$ cat config.mk
export PLATFORM = sky130hd
export DESIGN_NAME = serial_key_value_command_decoder_core
export DESIGN_NICKNAME = d
export VERILOG_FILES = /design/src/hw/rtl/skvcd_pkg.sv /design/src/hw/rtl/skvcd_front.sv /design/src/hw/rtl/skvcd_queue.sv /design/src/hw/rtl/skvcd_back.sv /design/src/hw/rtl/serial_key_value_command_decoder_core.sv
export SDC_FILE = /design/constraint.sdc
export NUM_CORES = 1
export LEC_CHECK = 0
export BUFFER_PORTS_ARGS = -buffer_cell sky130_fd_sc_hd__buf_2
export CORE_AREA = 2 2 82 163
export CTS_BUF_LIST = sky130_fd_sc_hd__clkbuf_2 sky130_fd_sc_hd__clkbuf_4 sky130_fd_sc_hd__clkbuf_8
export DETAILED_ROUTE_END_ITERATION = 8
export DIE_AREA = 0 0 84 165
export GPL_ROUTABILITY_DRIVEN = 0
export GPL_TIMING_DRIVEN = 0
export PLACE_DENSITY = 0.86
export SLEW_MARGIN = 25
export SYNTH_ARGS = -nofsm -noshare
export SYNTH_HDL_FRONTEND = slang
export SYNTH_SLANG_ARGS = --single-unit
$ cat constraint.sdc
create_clock -name clk -period 8.46 [get_ports clk]
set_input_delay 1.269 -clock clk [delete_from_list [all_inputs] [get_ports clk]]
set_output_delay 1.269 -clock clk [all_outputs]
set_load 0.02 [all_outputs]
$ cat src/hw/rtl/skvcd_pkg.sv
// ============================================================================
// skvcd_pkg
// Shared types, constants and character helpers for the key=value decoder.
// ============================================================================
package skvcd_pkg;

    // Line buffer size in bytes; the default for the top level parameter
    localparam int unsigned LINE_BUFFER_BYTES_DEF = 64;

    // Depth of the queue between the front and the back part
    localparam int unsigned QUEUE_DEPTH = 2;

    // Register reset values
    localparam logic [15:0] TIME_LOW_RESET  = 16'd50;
    localparam logic [15:0] TIME_HIGH_RESET = 16'(5 * 60 * 100);

    // Register indexes (decoded from paddr[2])
    localparam logic REG_TIME_LOW  = 1'b0;
    localparam logic REG_TIME_HIGH = 1'b1;

    // Response status codes
    localparam logic [2:0] ST_OK       = 3'd0;
    localparam logic [2:0] ST_RANGE    = 3'd1;
    localparam logic [2:0] ST_NO_SEP   = 3'd2;
    localparam logic [2:0] ST_BAD_KEY  = 3'd3;
    localparam logic [2:0] ST_TOO_LONG = 3'd4;

    // Characters
    localparam logic [7:0] CH_CR    = 8'h0D;
    localparam logic [7:0] CH_LF    = 8'h0A;
    localparam logic [7:0] CH_NUL   = 8'h00;
    localparam logic [7:0] CH_EQ    = 8'h3D;
    localparam logic [7:0] CH_SPACE = 8'h20;
    localparam logic [7:0] CH_TAB   = 8'h09;
    localparam logic [7:0] CH_VT    = 8'h0B;
    localparam logic [7:0] CH_FF    = 8'h0C;
    localparam logic [7:0] CH_PLUS  = 8'h2B;
    localparam logic [7:0] CH_MINUS = 8'h2D;
    localparam logic [7:0] CH_ZERO  = 8'h30;
    localparam logic [7:0] CH_NINE  = 8'h39;

    // Key lengths
    localparam logic [2:0] KEY_TIME_LEN  = 3'd4;
    localparam logic [2:0] KEY_RESET_LEN = 3'd5;

    // Summary of one finished line, handed from the front to the back
    typedef struct packed {
        logic        length_error;
        logic        separator_seen;
        logic        key_is_time;
        logic        key_is_reset;
        logic        number_negative;
        logic [15:0] number_value;
    } line_summary_t;

    // Queue fill status seen by the front and back parts
    typedef struct packed {
        logic full;
        logic empty;
    } queue_status_t;

    // Characters of "time"
    function automatic logic [7:0] time_char(input logic [2:0] pos);
        logic [7:0] ch;
        case (pos)
            3'd0:    ch = 8'h74; // t
            3'd1:    ch = 8'h69; // i
            3'd2:    ch = 8'h6D; // m
            3'd3:    ch = 8'h65; // e
            default: ch = 8'h00;
        endcase
        return ch;
    endfunction

    // Characters of "reset"
    function automatic logic [7:0] reset_char(input logic [2:0] pos);
        logic [7:0] ch;
        case (pos)
            3'd0:    ch = 8'h72; // r
            3'd1:    ch = 8'h65; // e
            3'd2:    ch = 8'h73; // s
            3'd3:    ch = 8'h65; // e
            3'd4:    ch = 8'h74; // t
            default: ch = 8'h00;
        endcase
        return ch;
    endfunction

endpackage

$ cat src/hw/rtl/skvcd_front.sv
// ============================================================================
// skvcd_front
// Takes received bytes, tracks key match and value parse, and pushes a line
// summary into the queue at each CR or LF.
// ============================================================================
module skvcd_front #(
    parameter int unsigned LINE_BUFFER_BYTES = skvcd_pkg::LINE_BUFFER_BYTES_DEF
) (
    input  logic                     clk,
    input  logic                     rst_n,
    input  logic                     byte_valid,
    output logic                     byte_ready,
    input  logic [7:0]               byte_data,
    input  skvcd_pkg::queue_status_t q_stat,
    output logic                     push,
    output skvcd_pkg::line_summary_t push_item
);
    import skvcd_pkg::*;

    localparam int unsigned CNT_W = $clog2(LINE_BUFFER_BYTES - 1);
    localparam logic [CNT_W-1:0] CNT_LIMIT = CNT_W'(LINE_BUFFER_BYTES - 2);

    // Value parser phases
    typedef enum logic [3:0] {
        PH_SPACE  = 4'b0001,
        PH_SIGN   = 4'b0010,
        PH_DIGITS = 4'b0100,
        PH_DONE   = 4'b1000
    } phase_t;

    logic [CNT_W-1:0] count_reg, count_next;
    logic             len_err_reg, len_err_next;
    logic             ended_reg, ended_next;
    logic             sep_reg, sep_next;
    logic [2:0]       kpos_reg, kpos_next;
    logic             is_time_reg, is_time_next;
    logic             is_reset_reg, is_reset_next;
    phase_t           phase_reg, phase_next;
    logic             neg_reg, neg_next;
    logic [15:0]      value_reg, value_next;

    logic             take;
    logic             is_term;
    logic             is_ws;
    logic             is_sign;
    logic             is_digit;
    logic [19:0]      value_x10;
    logic [19:0]      value_sum;

    assign byte_ready = !q_stat.full;
    assign take       = byte_valid && byte_ready;
    assign is_term    = (byte_data == CH_CR) || (byte_data == CH_LF);
    assign is_ws      = (byte_data == CH_SPACE) || (byte_data == CH_TAB) ||
                        (byte_data == CH_VT) || (byte_data == CH_FF);
    assign is_sign    = (byte_data == CH_PLUS) || (byte_data == CH_MINUS);
    assign is_digit   = (byte_data >= CH_ZERO) && (byte_data <= CH_NINE);

    // value*10 + digit, saturated to 16 bits
    assign value_x10  = {1'b0, value_reg, 3'b000} + {3'b000, value_reg, 1'b0};
    assign value_sum  = value_x10 + {16'd0, byte_data[3:0]};

    // Line summary goes out on a terminator
    assign push = take && is_term;
    always_comb
    begin
        push_item.length_error    = len_err_reg;
        push_item.separator_seen  = sep_reg;
        push_item.key_is_time     = is_time_reg;
        push_item.key_is_reset    = is_reset_reg;
        push_item.number_negative = neg_reg;
        push_item.number_value    = value_reg;
    end

    // Per-byte line state update
    always_comb
    begin
        count_next    = count_reg;
        len_err_next  = len_err_reg;
        ended_next    = ended_reg;
        sep_next      = sep_reg;
        kpos_next     = kpos_reg;
        is_time_next  = is_time_reg;
        is_reset_next = is_reset_reg;
        phase_next    = phase_reg;
        neg_next      = neg_reg;
        value_next    = value_reg;

        if (take) begin
            if (is_term) begin
                // line end: clear everything
                count_next    = '0;
                len_err_next  = 1'b0;
                ended_next    = 1'b0;
                sep_next      = 1'b0;
                kpos_next     = '0;
                is_time_next  = 1'b1;
                is_reset_next = 1'b1;
                phase_next    = PH_SPACE;
                neg_next      = 1'b0;
                value_next    = '0;
            end else if (count_reg >= CNT_LIMIT) begin
                len_err_next = 1'b1;
            end else begin
                count_next = count_reg + 1'b1;
                if (ended_reg) begin
                    // rest of the line ignored after a zero byte
                end else if (byte_data == CH_NUL) begin
                    ended_next = 1'b1;
                end else if (sep_reg) begin
                    // value part
                    if (phase_reg == PH_SPACE && is_sign) begin
                        neg_next   = (byte_data == CH_MINUS);
                        phase_next = PH_SIGN;
                    end else if (phase_reg == PH_SPACE && is_ws) begin
                        phase_next = PH_SPACE;
                    end else if (phase_reg != PH_DONE) begin
                        if (is_digit) begin
                            value_next = (value_sum > 20'hFFFF) ? 16'hFFFF : value_sum[15:0];
                            phase_next = PH_DIGITS;
                        end else begin
                            phase_next = PH_DONE;
                        end
                    end
                end else if (byte_data == CH_EQ) begin
                    sep_next      = 1'b1;
                    is_time_next  = is_time_reg && (kpos_reg == KEY_TIME_LEN);
                    is_reset_next = is_reset_reg && (kpos_reg == KEY_RESET_LEN);
                end else begin
                    // key part
                    is_time_next  = is_time_reg && (kpos_reg < KEY_TIME_LEN) &&
                                    (time_char(kpos_reg) == byte_data);
                    is_reset_next = is_reset_reg && (kpos_reg < KEY_RESET_LEN) &&
                                    (reset_char(kpos_reg) == byte_data);
                    if (kpos_reg != 3'd7) begin
                        kpos_next = kpos_reg + 3'd1;
                    end
                end
            end
        end
    end

    always_ff @(posedge clk or negedge rst_n)
    begin
        if (!rst_n) begin
            count_reg    <= '0;
            len_err_reg  <= 1'b0;
            ended_reg    <= 1'b0;
            sep_reg      <= 1'b0;
            kpos_reg     <= '0;
            is_time_reg  <= 1'b1;
            is_reset_reg <= 1'b1;
            phase_reg    <= PH_SPACE;
            neg_reg      <= 1'b0;
            value_reg    <= '0;
        end else begin
            count_reg    <= count_next;
            len_err_reg  <= len_err_next;
            ended_reg    <= ended_next;
            sep_reg      <= sep_next;
            kpos_reg     <= kpos_next;
            is_time_reg  <= is_time_next;
            is_reset_reg <= is_reset_next;
            phase_reg    <= phase_next;
            neg_reg      <= neg_next;
            value_reg    <= value_next;
        end
    end

endmodule

$ cat src/hw/rtl/skvcd_queue.sv
// ============================================================================
// skvcd_queue
// Small first-in first-out queue of line summaries between front and back.
// ============================================================================
module skvcd_queue (
    input  logic                     clk,
    input  logic                     rst_n,
    input  logic                     push,
    input  skvcd_pkg::line_summary_t push_item,
    input  logic                     pop,
    output skvcd_pkg::line_summary_t pop_item,
    output skvcd_pkg::queue_status_t q_stat
);
    import skvcd_pkg::*;

    localparam int unsigned PTR_W = $clog2(QUEUE_DEPTH);
    localparam int unsigned CNT_W = $clog2(QUEUE_DEPTH + 1);
    localparam logic [PTR_W-1:0] PTR_LAST = PTR_W'(QUEUE_DEPTH - 1);
    localparam logic [CNT_W-1:0] CNT_FULL = CNT_W'(QUEUE_DEPTH);

    line_summary_t    entries_reg [QUEUE_DEPTH];
    logic [PTR_W-1:0] wr_ptr_reg, wr_ptr_next;
    logic [PTR_W-1:0] rd_ptr_reg, rd_ptr_next;
    logic [CNT_W-1:0] count_reg, count_next;
    logic             do_push;
    logic             do_pop;

    assign q_stat.full  = (count_reg == CNT_FULL);
    assign q_stat.empty = (count_reg == '0);
    assign do_push      = push && !q_stat.full;
    assign do_pop       = pop && !q_stat.empty;
    assign pop_item     = entries_reg[rd_ptr_reg];

    // Pointer and fill count
    always_comb
    begin
        wr_ptr_next = wr_ptr_reg;
        rd_ptr_next = rd_ptr_reg;
        count_next  = count_reg;
        if (do_push) begin
            wr_ptr_next = (wr_ptr_reg == PTR_LAST) ? '0 : wr_ptr_reg + 1'b1;
        end
        if (do_pop) begin
            rd_ptr_next = (rd_ptr_reg == PTR_LAST) ? '0 : rd_ptr_reg + 1'b1;
        end
        case ({do_push, do_pop})
            2'b10:   count_next = count_reg + 1'b1;
            2'b01:   count_next = count_reg - 1'b1;
            default: count_next = count_reg;
        endcase
    end

    always_ff @(posedge clk or negedge rst_n)
    begin
        if (!rst_n) begin
            wr_ptr_reg <= '0;
            rd_ptr_reg <= '0;
            count_reg  <= '0;
        end else begin
            wr_ptr_reg <= wr_ptr_next;
            rd_ptr_reg <= rd_ptr_next;
            count_reg  <= count_next;
        end
    end

    // Storage, no reset needed
    always_ff @(posedge clk)
    begin
        if (do_push) begin
            entries_reg[wr_ptr_reg] <= push_item;
        end
    end

endmodule

$ cat src/hw/rtl/skvcd_back.sv
// ============================================================================
// skvcd_back
// Turns a line summary into a response and holds it in the output register.
// ============================================================================
module skvcd_back (
    input  logic                     clk,
    input  logic                     rst_n,
    input  skvcd_pkg::queue_status_t q_stat,
    input  skvcd_pkg::line_summary_t pop_item,
    output logic                     pop,
    input  logic [15:0]              time_low_limit,
    input  logic [15:0]              time_high_limit,
    output logic                     out_valid,
    input  logic                     out_ready,
    output logic [2:0]               out_status,
    output logic                     out_time_write,
    output logic [15:0]              out_time_value,
    output logic                     out_reset_request
);
    import skvcd_pkg::*;

    logic        valid_reg, valid_next;
    logic [2:0]  status_reg, status_next;
    logic        twrite_reg, twrite_next;
    logic [15:0] tval_reg, tval_next;
    logic        rreq_reg, rreq_next;
    logic        is_neg;
    logic        in_range;

    // Output register free or being emptied this cycle
    assign pop      = !q_stat.empty && (!valid_reg || out_ready);
    assign is_neg   = pop_item.number_negative && (pop_item.number_value != 16'd0);
    assign in_range = !is_neg && (pop_item.number_value >= time_low_limit) &&
                      (pop_item.number_value <= time_high_limit);

    // Response decode, priority as listed
    always_comb
    begin
        status_next = ST_OK;
        twrite_next = 1'b0;
        tval_next   = '0;
        rreq_next   = 1'b0;
        if (pop_item.length_error) begin
            status_next = ST_TOO_LONG;
        end else if (!pop_item.separator_seen) begin
            status_next = ST_NO_SEP;
        end else if (pop_item.key_is_time) begin
            if (in_range) begin
                twrite_next = 1'b1;
                tval_next   = pop_item.number_value;
            end else begin
                status_next = ST_RANGE;
            end
        end else if (pop_item.key_is_reset) begin
            rreq_next = 1'b1;
        end else begin
            status_next = ST_BAD_KEY;
        end
    end

    always_comb
    begin
        valid_next = valid_reg;
        if (pop) begin
            valid_next = 1'b1;
        end else if (out_ready) begin
            valid_next = 1'b0;
        end
    end

    always_ff @(posedge clk or negedge rst_n)
    begin
        if (!rst_n) begin
            valid_reg <= 1'b0;
        end else begin
            valid_reg <= valid_next;
        end
    end

    always_ff @(posedge clk)
    begin
        if (pop) begin
            status_reg <= status_next;
            twrite_reg <= twrite_next;
            tval_reg   <= tval_next;
            rreq_reg   <= rreq_next;
        end
    end

    assign out_valid         = valid_reg;
    assign out_status        = status_reg;
    assign out_time_write    = twrite_reg;
    assign out_time_value    = tval_reg;
    assign out_reset_request = rreq_reg;

endmodule

$ cat src/hw/rtl/serial_key_value_command_decoder_core.sv
// ============================================================================
// serial_key_value_command_decoder_core
// Serial key=value line decoder: "time=<n>" sets a cycle time, "reset=" asks
// for a system reset, one response item per CR or LF.
//
//   channel   dir  width  carries
//   s_axis    in   8      rx_byte, one item per received character
//   m_axis    out  24     one response per line end
//   apb       in   32     time_low_limit (0x0), time_high_limit (0x4)
//
// One byte is taken per cycle while s_tready is high; after its terminator
// is accepted, a line response is held in the queue, then the output register.
// s_tready drops only while the two-entry line queue is full, i.e. when two
// line summaries wait behind a response held in the output register by
// m_tready low. rst_n clears line state and the limits to 50 and 30000; no
// clearing pass is needed.
// ============================================================================
module serial_key_value_command_decoder_core #(
    parameter int unsigned LINE_BUFFER_BYTES = skvcd_pkg::LINE_BUFFER_BYTES_DEF
) (
    input  logic        clk,
    input  logic        rst_n,
    // input stream
    input  logic        s_tvalid,
    output logic        s_tready,
    input  logic [7:0]  s_tdata,   // [7:0] rx_byte
    // output stream
    output logic        m_tvalid,
    input  logic        m_tready,
    output logic [23:0] m_tdata,   // [2:0] status, [3] time_write,
                                   // [19:4] time_value, [20] reset_request
    // configuration
    input  logic        psel,
    input  logic        penable,
    input  logic        pwrite,
    input  logic [2:0]  paddr,
    input  logic [31:0] pwdata,
    output logic [31:0] prdata,
    output logic        pready
);
    import skvcd_pkg::*;

    logic [15:0]   time_low_reg;
    logic [15:0]   time_high_reg;
    logic          cfg_write;

    logic          push;
    logic          pop;
    line_summary_t push_item;
    line_summary_t pop_item;
    queue_status_t q_stat;

    logic [2:0]    out_status;
    logic          out_time_write;
    logic [15:0]   out_time_value;
    logic          out_reset_request;

    // Configuration registers
    assign pready    = 1'b1;
    assign cfg_write = psel && penable && pwrite && pready;

    always_ff @(posedge clk or negedge rst_n)
    begin
        if (!rst_n)
        begin
            time_low_reg  <= TIME_LOW_RESET;
            time_high_reg <= TIME_HIGH_RESET;
        end
        else if (cfg_write)
        begin
            unique case (paddr[2])
                REG_TIME_LOW:  time_low_reg  <= pwdata[15:0];
                REG_TIME_HIGH: time_high_reg <= pwdata[15:0];
                default:       time_low_reg  <= time_low_reg;
            endcase
        end
    end

    always_comb
    begin
        unique case (paddr[2])
            REG_TIME_LOW:  prdata = {16'd0, time_low_reg};
            REG_TIME_HIGH: prdata = {16'd0, time_high_reg};
            default:       prdata = '0;
        endcase
    end

    // Front: byte intake and line tracking
    skvcd_front #(
        .LINE_BUFFER_BYTES(LINE_BUFFER_BYTES)
    ) u_front (
        .clk       (clk),
        .rst_n     (rst_n),
        .byte_valid(s_tvalid),
        .byte_ready(s_tready),
        .byte_data (s_tdata),
        .q_stat    (q_stat),
        .push      (push),
        .push_item (push_item)
    );

    // Line summary queue
    skvcd_queue u_queue (
        .clk      (clk),
        .rst_n    (rst_n),
        .push     (push),
        .push_item(push_item),
        .pop      (pop),
        .pop_item (pop_item),
        .q_stat   (q_stat)
    );

    // Back: response decode and output register
    skvcd_back u_back (
        .clk              (clk),
        .rst_n            (rst_n),
        .q_stat           (q_stat),
        .pop_item         (pop_item),
        .pop              (pop),
        .time_low_limit   (time_low_reg),
        .time_high_limit  (time_high_reg),
        .out_valid        (m_tvalid),
        .out_ready        (m_tready),
        .out_status       (out_status),
        .out_time_write   (out_time_write),
        .out_time_value   (out_time_value),
        .out_reset_request(out_reset_request)
    );

    assign m_tdata = {3'b000, out_reset_request, out_time_value, out_time_write, out_status};

    // Checks
    a_push_room: assert property (@(posedge clk) disable iff (!rst_n)
        push |-> !q_stat.full)
        else $error("line summary pushed into a full queue");

    a_term_push: assert property (@(posedge clk) disable iff (!rst_n)
        (s_tvalid && s_tready && (s_tdata == CH_CR || s_tdata == CH_LF)) |-> push)
        else $error("accepted terminator gave no line summary");

    a_err_clean: assert property (@(posedge clk) disable iff (!rst_n)
        (m_tvalid && out_status != ST_OK) |-> (!out_time_write && !out_reset_request))
        else $error("error response carries a time write or reset request");

    a_pop_load: assert property (@(posedge clk) disable iff (!rst_n)
        pop |=> m_tvalid)
        else $error("popped line summary did not reach the output register");

endmodule
==> results.ini, run 1 <==
[sta]
clock-skew-final_ns = 0.0145
rel_slew_slack_pct = 35.4
timing.final.crit_period_ns = 4.05
tns_ns = 0
worst-slew-pin-transition_ns = 0.970
max_clock_freq_ghz = 0.247
final_cycle_share_pct = 47.9
slew_violations = 0
whs_ns = 0.508
final_report_hold_violation_count = 0
setup_viol = 0
rsz_0062_raised_after_global_routing = false

[clocking]
clock-root-buffer = clkbuf_8
clock_latency_ns = 0.45
clock_sinks = 135
cts_max_level = 4
cts_tree = built
path_clk_slew_ns = 0.08
cells_resized_by_post_cts_repair = 0
postCtsSetupRepairBufs = 0
hold_buffers = 0
numCtsBuffers = 17
cts.path.max_buffers = 2

[yosys]
postSynthRegisterBits = 135
synth_ff_type = edfxtp_1
syn-mean-instance-area_um2 = 10.9
synthesis.area_um2 = 7930
ys_types = 59
cell_count_after_synthesis = 730
postSynth.asyncResetShare_pct = 53.3
synth_enable_flop_cells = 63
synth_sequential_area_ratio_pct = 46.8
yosys_warnings = 0

[setup_path]
cp-start-kind = input port
endpoint_kind = register
crit_type = input port to register
critPathMaxFanout = 6
worst-endpoint-arrival_ns = 4.38
cp.required_ns = 8.79

[floorplan]
initial_core_util_pct = 63.1
design.portCount = 109
placeableCoreArea_um2 = 12600
die-area_um2 = 13900
row_count = 58
die_height_um = 165
dieWidth_um = 84

[routing]
detailroute.via_count = 6044
detailroute.wirelength.met2_mm = 10.6
wl_met1_mm = 6.35
maxUsedRoutingLayer = met4
route.antenna.remaining_nets = 0
iteration_count_of_the_initial_detailed_routing_pass = 5
wl_met3_um = 725
drt_wl_total_mm = 19.0
drc = 0
detail_route.iter0.violations = 294
via_per_inst = 6.04
post_detailed_route_wirelength_per_cell_um = 19.0

[finish]
layout_common_cells = buf_2 (72), ha_1 (72), edfxtp_1 (63)
syn2layout_area_growth_pct = 13.4
share_of_final_layout_standard_cells_stronger_than_drive_strength_1_pct = 25.8
antenna_cells_inserted = 0
layout.cell_area.non_filler_um2 = 8990
total_nets_final = 961
max_ffs_per_register = 42

[grt]
overflow = 0
first_global_vias = 6246
grt_max_degree = 52
number_of_antenna_violations_at_the_first_check_in_global_routing = 0
grt_util_all_layers_pct = 27.7
global_route_wire_length_before_repair_mm = 29.9

[status]
status = completed

[placed_design]
dpl-instance-area_um2 = 8580
hpwl_mm = 14.5
numPortBuffers = 68

[power]
cellPowerDensity_nw_per_um2 = 244
total_power_uw = 2190
max-vdd-ir-drop_mv = 0.194
power_leakage_uw = 0.00423

[worst_hold_path]
worstHoldPathType = register to register

[job]
drv.max_cap_violation_count = 0

## cells in the mapped netlist, types with 12 or more instances
| cell | n | share of area [%] |
|---|---|---|
| ha_1 | 72 | 11 |
| mux2_2 | 53 | 7.5 |
| xnor2_1 | 12 | 1.3 |
| nor2_1 | 48 | 2.3 |
| buf_4 | 22 | 2.1 |
| inv_1 | 43 | 2.0 |
| dfstp_2 | 13 | 4.3 |
| dfrtp_1 | 59 | 19 |
| nand4_1 | 16 | 1.3 |
| a21oi_1 | 42 | 2.7 |
| edfxtp_1 | 63 | 24 |
| xor2_1 | 14 | 1.5 |
| nand2_1 | 61 | 2.9 |
| a21o_1 | 21 | 2.0 |
| clkbuf_1 | 14 | 0.66 |
| o21ai_0 | 45 | 2.8 |
## layer usage
metal,track usage [%],vias to the layer above
li1,-,2823
met1,25.3,2901
met2,53.9,238
met3,4.25,82
met4,20.2,0
met5,0,-
## through the flow
stage	instances	setup slack (ns)	util, %
final	1000	4.41	71.6
after global routing	1000	4.34	71.6
after CTS	1000	4.50	71.6
after detailed placement	968	4.04	68.3
after global placement	966	4.10	67.9
after floorplan	748	4.65	-
## cell families (layout without fill, tap and decap cells)
kind of cell / count (synthesis) / after routing / synth area share, %
simple gates: 186 / 186 / 11.5
compound gates: 157 / 157 / 12.6
flops: 135 / 135 / 46.8
buf+inv: 90 / 192 / 5.87
fa+ha+maj: 74 / 74 / 11.9
mux: 60 / 60 / 8.41
xor+xnor: 26 / 26 / 2.87
other cells: 2 / 20 / 0.0948
## layout make-up
type                    count  area [um2]
multi-input cells         523        3830
flip-flops and latches    135        3710
fillers                   834        3570
repair buffers             70         382
plain buffers              47         304
clock buffers              19         255
well taps                 150         188
inverters                  43         161
clock inverters            13         158
## where the power goes
group | internal [uW] | switching, uW
Combinational | 300 | 447
Sequential | 813 | 79.1
Clock | 282 | 273
Total | 1400 | 799
## worst max-delay path: stages
cell	delay (ns)
buf_2	0.12
fa_1	0.53
fa_1	0.50
a211oi_1	0.36
o21ai_1	0.17
a21oi_1	0.30
o221ai_1	0.18
xnor2_1	0.22
nand4_1	0.36
o221a_2	0.38
## worst paths after layout
path,from,endpoint,slack [ns],cells after the start
max,s_tdata[3],u_front.value_reg[3],4.41,10
min,u_queue.wr_ptr_reg,u_queue.wr_ptr_reg,0.51,1
min reg2reg,u_queue.wr_ptr_reg,u_queue.wr_ptr_reg,0.51,1
max reg2reg,u_queue.rd_ptr_reg,u_back.out_time_value[10],4.63,11
max in group asynchronous,rst_n,u_front.phase_reg[0],7.16,2
min in group asynchronous,rst_n,time_high_reg[15],0.71,1
Power figures use the tool's default switching activity.
==> run 2, diff against run 1 <==
--- a/config.mk
+++ b/config.mk
@@ -6,13 +6,13 @@
 export NUM_CORES = 1
 export LEC_CHECK = 0
 export BUFFER_PORTS_ARGS = -buffer_cell sky130_fd_sc_hd__buf_2
-export CORE_AREA = 2 2 82 163
+export CORE_AREA = 2 2 89 177
 export CTS_BUF_LIST = sky130_fd_sc_hd__clkbuf_2 sky130_fd_sc_hd__clkbuf_4 sky130_fd_sc_hd__clkbuf_8
 export DETAILED_ROUTE_END_ITERATION = 8
-export DIE_AREA = 0 0 84 165
+export DIE_AREA = 0 0 91 179
 export GPL_ROUTABILITY_DRIVEN = 0
 export GPL_TIMING_DRIVEN = 0
-export PLACE_DENSITY = 0.86
+export PLACE_DENSITY = 0.77
 export SLEW_MARGIN = 25
 export SYNTH_ARGS = -nofsm -noshare
 export SYNTH_HDL_FRONTEND = slang
==> constraint.sdc (replaced) <==
create_clock -name clk -period 3.6 [get_ports clk]
set_input_delay 0.54 -clock clk [delete_from_list [all_inputs] [get_ports clk]]
set_output_delay 0.54 -clock clk [all_outputs]
set_load 0.02 [all_outputs]
==> run 2 against run 1 <==
  * Via count down 5.4%
  * Sequential share of layout area fell by 0.34 points
  * Highest routed layer unchanged
  * Count of clock-buffer cells in the layout rose by 2
  * Wire length is 12% lower
  * Sequential cell count unchanged
==> results.ini, run 2 (synthesized netlist as in run 1, its figures left out) <==
[status]
status = completed

[routing]
detail_route.iter0.violations = 272
via_per_inst = 5.45
drt_wl_total_mm = 16.6
detailroute.via_count = 5716
iteration_count_of_the_initial_detailed_routing_pass = 4
drc = 0
route.antenna.remaining_nets = 0
post_detailed_route_wirelength_per_cell_um = 15.9

[setup_path]
cpMaxStageDelayCell = fa_1
critical_path.startpoint = u_front.value_reg[0]
cp.required_ns = 3.92
r2r_end = u_front.value_reg[11]
crit_type = register to register
r2r_start = u_front.value_reg[0]
endpoint_kind = register
reg2reg_depth = 10
cp_slowest_stage_delay_ns = 0.55
series_of_cell_instances_along_the_critical_path = fa_1 > fa_1 > a211oi_1 > o21ai_1 > a21oi_2 > o221ai_1 > xnor2_1 > nand4_1 > buf_4 > o221a_2
timing.critical_path.mode_cell = fa_1
cp-start-kind = register
worst-endpoint-arrival_ns = 3.73
critPathMaxFanout = 6
reg2reg_slack_ns = 0.19
critPathCapture = u_front.value_reg[11]

[sta]
clock-skew-final_ns = 0.0119
setup_viol = 0
whs_ns = 0.0163
rel_slew_slack_pct = 35.8
worst-slew-pin-transition_ns = 0.964
slew_violations = 0
final_report_hold_violation_count = 0
tns_ns = 0
final_worst_slack_ns = 0.194
rsz_0062_raised_after_global_routing = false
timing.final.crit_period_ns = 3.41
final_cycle_share_pct = 94.6
max_clock_freq_ghz = 0.294

[finish]
syn2layout_area_growth_pct = 14.4
total_nets_final = 961
fillerInstances = 1293
final-seq-area_um2 = 3710
antenna_cells_inserted = 0
share_of_final_layout_standard_cells_stronger_than_drive_strength_1_pct = 26.0
max_ffs_per_register = 42
multi_input_logic_area_um2 = 3830
layout_common_cells = buf_2 (72), ha_1 (72), edfxtp_1 (63)

[clocking]
cts_tree = built
hold_buffers = 0
numCtsBuffers = 17
cts.path.max_buffers = 2
clock-root-buffer = clkbuf_8
clock_sinks = 135
clock_latency_ns = 0.44
cts_max_level = 4
path_clk_slew_ns = 0.08

[floorplan]
row_count = 64
die-area_um2 = 16300
dieWidth_um = 91
initial_core_util_pct = 52.6
design.portCount = 109
placeableCoreArea_um2 = 15100
die_height_um = 179

[grt]
overflow = 0
number_of_antenna_violations_at_the_first_check_in_global_routing = 0
global_route_wire_length_before_repair_mm = 28.0
grt_max_degree = 43
first_global_vias = 5663
grt_util_all_layers_pct = 21.7

[worst_hold_path]
worstHoldPathType = input port to async pin

[placed_design]
hpwl_mm = 12.8
numPortBuffers = 68
pre_cts_slack_ns = -0.122

[power]
max-vdd-ir-drop_mv = 0.263
power_leakage_uw = 0.00423
cellPowerDensity_nw_per_um2 = 561

[job]
drv.max_cap_violation_count = 0

run 2: how the worst min path moves through the flow:
stage                              startpoint                    endpoint  slack, ns  depth (start not counted)
after floorplan                         rst_n            time_high_reg[0]       0.24                          0
after detailed placement  u_front.len_err_reg  u_queue.entries_reg[0][20]       0.46                          0
after global routing                    rst_n            time_low_reg[13]       0.04                          1
after global placement    u_front.len_err_reg  u_queue.entries_reg[0][20]       0.46                          0
after CTS                               rst_n            time_low_reg[13]       0.01                          1
final                                   rst_n            time_low_reg[13]       0.02                          1
run 2: metal layers:
layer / global-route usage [%] / vias up / share of wire, %
li1: - / 2817 / -
met2: 38.9 / 140 / 53
met5: 0 / - / 0
met1: 26.2 / 2731 / 42
met3: 3.40 / 28 / 2.9
met4: 7.89 / 0 / 2.3
run 2: layout make-up:
class | count | area share, %
Buffer | 46 | 3.31
Clock buffer | 21 | 3.12
Clock inverter | 11 | 1.59
Inverter | 43 | 1.78
Multi-Input combinational cell | 523 | 42.3
Sequential cell | 135 | 40.9
Tap cell | 198 | 2.73
Timing Repair Buffer | 71 | 4.21
run 2: through the flow:
| stage | power, uW | util, % | instance area (um2) | std cells |
|---|---|---|---|---|
| after floorplan | 3330 | - | 7990 | 748 |
| after global placement | 3700 | 57.0 | 8580 | 1014 |
| after detailed placement | 3780 | 57.3 | 8630 | 1016 |
| after CTS | 5100 | 60.1 | 9050 | 1047 |
| after global routing | 5390 | 60.2 | 9060 | 1048 |
| final | 5080 | 60.2 | 9060 | 1048 |
run 2: what timing repair did:
action / 4_1_cts / 5_1_grt
buffers inserted: 0 / 1
gates resized for setup: 0 / 1
pin swaps: 0 / 1
endpoints found under the setup margin: 11 / 6
run 2: power breakdown:
part | total, uW | internal [uW] | switching, uW
Combinational | 1680 | 696 | 982
Sequential | 2080 | 1910 | 173
Clock | 1320 | 748 | 570
Total | 5080 | 3350 | 1730
run 2: critical path, delay by kind of cell, from the launching register on:
kind,cells,cell delay (ns)
AO/OA/AOI/OAI,5,1.17
XOR/XNOR,1,0.26
flip-flops,1,0.48
adder cells (fa/ha/maj),2,1.05
AND/OR/NAND/NOR,1,0.14
buffers and inverters,1,0.19
==> run 3, diff against run 2 <==
--- a/config.mk
+++ b/config.mk
@@ -5,14 +5,15 @@
 export SDC_FILE = /design/constraint.sdc
 export NUM_CORES = 1
 export LEC_CHECK = 0
+export ABC_AREA = 1
 export BUFFER_PORTS_ARGS = -buffer_cell sky130_fd_sc_hd__buf_2
-export CORE_AREA = 2 2 89 177
+export CORE_AREA = 2 2 91 180
 export CTS_BUF_LIST = sky130_fd_sc_hd__clkbuf_2 sky130_fd_sc_hd__clkbuf_4 sky130_fd_sc_hd__clkbuf_8
 export DETAILED_ROUTE_END_ITERATION = 8
-export DIE_AREA = 0 0 91 179
+export DIE_AREA = 0 0 93 182
 export GPL_ROUTABILITY_DRIVEN = 0
 export GPL_TIMING_DRIVEN = 0
-export PLACE_DENSITY = 0.77
+export PLACE_DENSITY = 0.78
 export SLEW_MARGIN = 25
 export SYNTH_ARGS = -nofsm -noshare
 export SYNTH_HDL_FRONTEND = slang
==> run 3 against run 2 <==
  * First-iteration DRC count grew 29%
  * Area after synthesis grew 5.1%
  * Highest routed layer unchanged
  * Critical path type unchanged
  * Clock skew increased by 0.0039 ns
  * Cell count up 28%
==> results.ini, run 3 <==
[finish]
syn2layout_area_growth_pct = 13.7
layout_common_cells = nand2_1 (289), inv_1 (141), buf_2 (74)
final-seq-area_um2 = 3710
layout.cell_area.non_filler_um2 = 9470
total_nets_final = 1250
final_common_cell = nand2_1
multi_input_logic_area_um2 = 3850
fillerInstances = 1341
fin_cells = 1340
antenna_cells_inserted = 0
max_ffs_per_register = 42
share_of_final_layout_standard_cells_stronger_than_drive_strength_1_pct = 16.6

[yosys]
yosys.area.top_type = edfxtp_1
synth_ff_type = edfxtp_1
post_synth_most_frequent_cells = nand2_1 (289), inv_1 (141), ha_1 (72), o21ai_0 (71), nor2_1 (65)
ys_types = 44
syn-mean-instance-area_um2 = 8.21
synth_enable_flop_cells = 63
post_synth_main_area_contributors = edfxtp_1 (23%), dfrtp_1 (18%), nand2_1 (13%)
synthDominantCellAreaShare_pct = 22.7
synthesis.area_um2 = 8330
postSynth.asyncResetShare_pct = 53.3
postSynthRegisterBits = 135
yosys_warnings = 0
synth_sequential_area_ratio_pct = 44.5
yosysMostFrequentCell = nand2_1
cell_count_after_synthesis = 1015

[sta]
rsz_0062_raised_after_global_routing = false
rel_slew_slack_pct = 54.8
tns_ns = 0
whs_ns = 0.340
timing.final.crit_period_ns = 3.06
worst-slew-pin-transition_ns = 0.677
setup_viol = 0
clock-skew-final_ns = 0.0158
final_worst_slack_ns = 0.544
slew_violations = 0
final_cycle_share_pct = 84.9
final_report_hold_violation_count = 0
max_clock_freq_ghz = 0.327

[placed_design]
pre_cts_slack_ns = 0.335
dpl.cell_count = 1307
numPortBuffers = 70
dpl-instance-area_um2 = 9070
hpwl_mm = 13.5

[clocking]
cts_max_level = 4
cells_resized_by_post_cts_repair = 0
cts_tree = built
postCtsSetupRepairBufs = 0
path_clk_slew_ns = 0.07
clock_sinks = 135
clock-root-buffer = clkbuf_8
cts.path.max_buffers = 2
numCtsBuffers = 17
clock_latency_ns = 0.44
hold_buffers = 1

[routing]
drt_wl_total_mm = 17.5
detail_route.iter0.violations = 350
via_per_inst = 5.09
route.antenna.remaining_nets = 0
drc = 0
detailroute.via_count = 6822
iteration_count_of_the_initial_detailed_routing_pass = 5
post_detailed_route_wirelength_per_cell_um = 13.0

[floorplan]
dieWidth_um = 93
die-area_um2 = 16900
placeableCoreArea_um2 = 15600
initial_core_util_pct = 53.3
row_count = 65
design.portCount = 109
die_height_um = 182

[power]
cellPowerDensity_nw_per_um2 = 580
max-vdd-ir-drop_mv = 0.232
share_clk_of_total_power_pct = 22.3
power_leakage_uw = 0.00509
p_sw_share_pct = 38.9
power.sequential.fraction_pct = 37.7
power_switching_uw = 2140
power_frac_comb_pct = 40.0
internal_power_uw = 3350

[setup_path]
endpoint_kind = register
crit_type = register to register
r2r_start = u_front.value_reg[0]
reg2reg_depth = 15
r2r_end = u_front.value_reg[15]
cpMaxStageDelayCell = fa_1
cp_slowest_stage_delay_ns = 0.54
critPathMaxFanout = 10
cp.required_ns = 3.92
worst-endpoint-arrival_ns = 3.38
reg2reg_slack_ns = 0.54
timing.critical_path.mode_cell = nand2_1
series_of_cell_instances_along_the_critical_path = fa_1 > fa_1 > nand2_1 > nand2_1 > nand3_1 > nand2_1 > nand2_1 > nand2_1 > nand2_1 > nand2_1 > nor2_2 > buf_2 > nand3_1 > nand2_1 > nand2_1
cp-start-kind = register

[status]
status = completed

[grt]
grt_util_all_layers_pct = 21.6
number_of_antenna_violations_at_the_first_check_in_global_routing = 0
first_global_vias = 6629
grt_max_degree = 56
overflow = 0
global_route_wire_length_before_repair_mm = 29.4

[worst_hold_path]
hold-path-endpoint = time_high_reg[8]
hold_path_depth = 3
worst_hold_startpoint = pwdata[8]
worstHoldPathType = input port to register

[job]
drv.max_cap_violation_count = 0

-- run 3: changes by cell type in the layout (fill, tap and decap cells not counted), moves of 18 or more --
| cell | previous run | this run |
|---|---|---|
| nand2_1 | 61 | 289 |
| inv_1 | 43 | 141 |
| mux2_2 | 53 | 0 |
| nand3_1 | 6 | 38 |
| o21ai_0 | 45 | 71 |
| a21o_1 | 21 | 3 |
-- run 3: logic make-up after synthesis --
kind of cell	share of synthesized area, %
DFF	44.5
adders and majority gates	11.3
muxes	0.120
xor gates and xnor gates	1.79
buffers and inverters	10.3
and+or+nand+nor	23.4
other	0.0902
AOI/OAI and AO/OA	8.52
-- run 3: final cells by class --
cell class              instances  share of cell area (%)
repair buffers                 74                    4.36
multi-input cells             706                    40.6
clock buffers                  20                    2.84
clock inverters                12                    1.33
inverters                     149                    5.92
flip-flops and latches        135                    39.2
plain buffers                  43                    3.12
well taps                     201                    2.65
-- run 3: worst max-delay path by stage --
stage                                    start                          to  cells past startpoint
after floorplan                     s_tdata[2]   u_queue.entries_reg[0][0]                      7
after global placement              s_tdata[2]  u_queue.entries_reg[0][14]                      8
after detailed placement            s_tdata[3]       u_front.value_reg[15]                     16
after CTS                 u_front.value_reg[0]       u_front.value_reg[15]                     15
after global routing      u_front.value_reg[0]        u_front.value_reg[7]                     15
final                     u_front.value_reg[0]       u_front.value_reg[15]                     15
-- run 3: stage by stage --
step                      utilization, %  total power, uW
after floorplan                        -             3660
after global placement              57.6             4150
after detailed placement            58.1             4270
after CTS                           60.7             5510
after global routing                60.7             5890
final                               60.7             5490
-- run 3: routing by layer --
metal	vias up	track usage [%]	part of all wire, %
met3	41	3.98	4.0
met4	0	8.94	3.0
li1	3455	-	-
met1	3147	24.7	41
met2	179	38.9	52
met5	-	0	0
-- run 3: worst max-delay path: cells and delay by family (launching register included) --
kind / cells / cell delay [ns]
and+or+nand+nor: 12 / 1.16
adders and majority gates: 2 / 1.03
buffers and inverters: 1 / 0.28
DFF: 1 / 0.46
-- run 3: power by group through the flow --
stage / combinational (uW) / clock, uW / sequential (uW)
global placement: 2060 / 0 / 2090
finish: 2200 / 1220 / 2070
floorplan: 1460 / 0 / 2200
global route: 2480 / 1310 / 2100
CTS: 2200 / 1240 / 2070
detailed placement: 2180 / 0 / 2100
